## config.mk

```make
export PLATFORM = sky130hd
export DESIGN_NAME = obfv_root_step
export DESIGN_NICKNAME = d
export VERILOG_FILES = /design/src/rtl/obfv_pkg.sv /design/src/rtl/obfv_root_step.sv
export SDC_FILE = /design/constraint.sdc
export NUM_CORES = 1
export LEC_CHECK = 0
export ABC_AREA = 1
export BUFFER_PORTS_ARGS = -buffer_cell sky130_fd_sc_hd__buf_4
export CAP_MARGIN = 20
export CORE_ASPECT_RATIO = 2
export CORE_UTILIZATION = 38
export CTS_BUF_LIST = sky130_fd_sc_hd__clkbuf_8
export CTS_CLUSTER_SIZE = 12
export DETAILED_ROUTE_END_ITERATION = 8
export GPL_TIMING_DRIVEN = 0
export SYNTH_ARGS = -nofsm -noshare
export SYNTH_HDL_FRONTEND = slang
export SYNTH_SLANG_ARGS = --single-unit
```

## constraint.sdc

```tcl
create_clock -name clk -period 6.6 [get_ports clk]
set_input_delay 0.99 -clock clk [delete_from_list [all_inputs] [get_ports clk]]
set_output_delay 0.99 -clock clk [all_outputs]
set_load 0.05 [all_outputs]
```

## src/rtl/obfv_pkg.sv

```systemverilog
`default_nettype none

package obfv_pkg;

  localparam int COMP_WIDTH = 16;

  typedef struct packed {
    logic signed [COMP_WIDTH-1:0] in_x;
    logic signed [COMP_WIDTH-1:0] in_y;
    logic signed [COMP_WIDTH-1:0] in_z;
  } vec_t;

  typedef struct packed {
    logic signed [COMP_WIDTH-1:0] second_x;
    logic signed [COMP_WIDTH-1:0] second_y;
    logic signed [COMP_WIDTH-1:0] second_z;
    logic signed [COMP_WIDTH-1:0] third_x;
    logic signed [COMP_WIDTH-1:0] third_y;
    logic signed [COMP_WIDTH-1:0] third_z;
    logic                         degenerate;
    logic                         saturated;
  } basis_t;

  // per-item control carried alongside the datapath
  typedef struct packed {
    logic                         branch_x;
    logic                         degen;
    logic                         neg_a;
    logic                         neg_b;
    logic signed [COMP_WIDTH-1:0] x;
    logic signed [COMP_WIDTH-1:0] y;
    logic signed [COMP_WIDTH-1:0] z;
  } side_t;

endpackage

`default_nettype wire

```

## src/rtl/obfv_root_step.sv

```systemverilog
`default_nettype none

module obfv_root_step #(
  parameter int FRAC_BITS = 14,
  parameter int BIT       = 0
) (
  input  wire logic                                          clk,
  input  wire logic                                          ld,
  input  wire logic [2*obfv_pkg::COMP_WIDTH-1:0]             s_in,
  input  wire logic [2*obfv_pkg::COMP_WIDTH-2:0]             sq_in,
  input  wire logic [2*obfv_pkg::COMP_WIDTH+2*FRAC_BITS:0]   p_in,
  input  wire logic [2*obfv_pkg::COMP_WIDTH+FRAC_BITS-1:0]   q_in,
  input  wire logic [FRAC_BITS:0]                            m_in,
  output logic      [2*obfv_pkg::COMP_WIDTH-1:0]             s_out,
  output logic      [2*obfv_pkg::COMP_WIDTH-2:0]             sq_out,
  output logic      [2*obfv_pkg::COMP_WIDTH+2*FRAC_BITS:0]   p_out,
  output logic      [2*obfv_pkg::COMP_WIDTH+FRAC_BITS-1:0]   q_out,
  output logic      [FRAC_BITS:0]                            m_out
);
  import obfv_pkg::*;

  localparam int PW = 2*COMP_WIDTH + 2*FRAC_BITS + 1;
  localparam int QW = 2*COMP_WIDTH + FRAC_BITS;

  logic [PW-1:0] cand;
  logic [PW-1:0] lim;
  logic          take;

  // (m + 2^b)^2 * s = m^2*s + 2^(b+1)*m*s + 2^(2b)*s
  always_comb begin
    cand = p_in + (PW'(q_in) << (BIT + 1)) + (PW'(s_in) << (2*BIT));
    lim  = PW'(sq_in) << (2*FRAC_BITS);
    take = (cand <= lim);
  end

  always_ff @(posedge clk) begin
    if (ld) begin
      s_out  <= s_in;
      sq_out <= sq_in;
      if (take) begin
        p_out <= cand;
        q_out <= q_in + (QW'(s_in) << BIT);
        m_out <= m_in | ((FRAC_BITS+1)'(1) << BIT);
      end else begin
        p_out <= p_in;
        q_out <= q_in;
        m_out <= m_in;
      end
    end
  end

endmodule

`default_nettype wire

```

==> qor.yml <==
synth:
  synth_top_area_frac: 0.371
  synth.most_common_cell: "nand2_1"
  ys_top_cells_by_count: "nand2_1 (569), inv_1 (236), nor2_1 (194)"
  ys_ff_latch: 185
  ys_warn_count: 0
  synth_top_area_cell: "edfxtp_1"
  syn_inst: 1937
  syn_nets: 2283
  ys.flop_type: "edfxtp_1"
  yosysSeqAreaShare: 0.371
  yosys-top-cells-area: "edfxtp_1 (37%), nand2_1 (14%), ha_1 (11%), inv_1 (5.9%), nand3_1 (5.7%)"
  syn_area_sq_um: 15000
  synth-edff-count: 185
  avgSynthCellArea_sq_um: 7.74
  synth-async-reset-ratio: 0
  netlist-cell-type-count: 34
floorplanning:
  die_area_sq_um: 40300
  die_w_um: 142
  num_io_pins: 372
  row_count: 102
  core-area_sq_um: 38800
  fp.dieH_um: 283
  start_util: 0.386
clock_tree:
  cts_tree: "done"
  hold_buffers: 0
  clk_path_buf_depth: 2
  cts_sinks: 185
  cts-htree-levels: 4
  cts_buffers: 17
  cts-root-buf: "clkbuf_8"
  clkTransAtPathRegs_ns: 0.12
detailed_routing:
  drt-initial-drc-count: 725
  dr_wl_met3_mm: 2.12
  via_per_inst: 5.19
  antenna_left: 0
  drc_errors: 0
  wire_per_inst_um: 21.8
  top_layer: "met4"
  num_vias: 14900
  drt_pass1_iterations: 6
  wl_met1_mm: 20.2
  wl_met2_mm: 36.0
  wl_mm: 62.5
grt:
  grt_max_degree: 104
  grt_pass1_vias: 15400
  antenna_found_initial: 1
  grt-ovfl-total: 0
  grtUsageTotal: 0.314
  grt_first_pass_wirelength_mm: 90.5
placement:
  dpl.hpwl_mm: 53.5
  numPortBuffers: 371
  gp_congestion: 1.07
timing:
  finalCriticalPeriod_ns: 6.36
  setup_viol: 0
  max_slew.worst_pin.slew_ns: 1.01
  fin_setup_tns_ns: 0
  finalMaxSlewViolations: 0
  rsz0062_at_grt: "false"
  finalHoldViolations: 0
  slew_headroom: 0.320
  fin_crit_sh: 0.964
  timing.fmax_mhz: 157
  hold_slack_ns: 0.625
worst_setup_path:
  path_delay_family: "simple AND/OR/NAND/NOR gates"
  worst_path_most_repeated_cell: "nand2_1"
  critPathMaxStageDelay_ns: 0.57
  crit_path_end_kind: "flip-flop"
  cp-start-kind: "input pin"
  cp_num_buf_inv: 4
  setup.worst_path.class: "in2reg"
  cp.arrival_ns: 6.76
  worst_path_max_delay_cell: "o21ai_0"
  required_ns: 7.00
  cp_max_fo: 10
run_status:
  status: "finished clean"
cells_and_area:
  n_fill_cell: 3997
  final_util: 0.490
  nets: 2683
  multi_input_area_sq_um: 8450
  syn_to_final_growth_pct: 27.0
  drive_gt1_frac: 0.191
  seq_area_sq_um: 5560
pwr:
  vdd_ir_drop_max_mv: 0.128
  power_density_nw_per_um2: 229
  p_leak_uw: 0.00904
run:
  cap_violations: 0
hold_path:
  hold_path_class: "in2reg"
## routing by layer
metal / up-vias / global-route usage
met1: 6925 / 0.284
met5: - / 0
met2: 544 / 0.640
met3: 163 / 0.0316
li1: 7267 / -
met4: 0 / 0.207
## cells by family (layout without fill, tap and decap cells)
kind of cell / count (synthesis) / in the layout / share of synthesized area
and+or+nand+nor: 997 / 997 / 0.274
buffers and inverters: 269 / 682 / 0.0695
AOI/OAI and AO/OA: 251 / 251 / 0.0926
DFF: 185 / 185 / 0.371
adders and majority gates: 159 / 159 / 0.149
xor gates and xnor gates: 76 / 76 / 0.0444
other: 0 / 1 / 0
## final timing paths
check / startpoint / endpoint / slack (ns) / cells past startpoint
worst min-delay path: m_in[7] / m_out[7]$_DFFE_PP_ / 0.63 / 1
worst max-delay path: s_in[23] / q_out[20]$_DFFE_PP_ / 0.24 / 26
## report_power, final
group	internal, uW	switching, uW
Sequential	1430	33.1
Combinational	646	1440
Clock	288	518
Total	2360	1990
## cells in the final DEF, fill, tap and decap left out, types with 8 or more instances in the layout
| cell | instances |
|---|---|
| inv_1 | 236 |
| a21oi_1 | 126 |
| nor3_1 | 23 |
| buf_2 | 11 |
| clkbuf_8 | 17 |
| o21ai_0 | 66 |
| edfxtp_1 | 185 |
| nand3_1 | 171 |
| xnor2_1 | 33 |
| a31oi_1 | 10 |
| clkbuf_1 | 8 |
| nand4_1 | 16 |
| nand2_1 | 569 |
| o211ai_1 | 8 |
| fa_1 | 33 |
| ha_1 | 126 |
| xor2_1 | 43 |
| buf_4 | 381 |
| o21bai_1 | 9 |
| nor2_1 | 191 |
| a21o_1 | 9 |
## area by class of cell
cell class / instances / share of cell area
diodes: 1 / 0.000132
plain buffers: 33 / 0.00947
clock buffers: 17 / 0.0123
clock inverters: 15 / 0.00921
inverters: 236 / 0.0466
multi-input cells: 1483 / 0.444
flip-flops and latches: 185 / 0.292
well taps: 520 / 0.0342
repair buffers: 381 / 0.152
## flip-flops by register name (all words and copies together) (netlist names)
name    count
q_out      46
p_out      61
s_out      32
m_out      15
sq_out     31
## repair_timing
item / 4_1_cts / 5_1_grt
gates resized for setup: 7 / 28
pin swaps: 1 / 0
buffers inserted: 5 / 2
endpoints found under the setup margin: 108 / 108
## through the flow
stage / cell area, sq um / setup WS, ns / cells / power, uW
after floorplan: 15000 / 1.29 / 1937 / 2770
after global placement: 18400 / -1.40 / 2828 / 3530
after global routing: 19000 / 0.0183 / 2871 / 4580
after detailed placement: 18500 / -1.50 / 2831 / 3540
final: 19000 / 0.238 / 2871 / 4350
after CTS: 19000 / 0.0701 / 2868 / 4360
(Power assumes the default switching activity.)
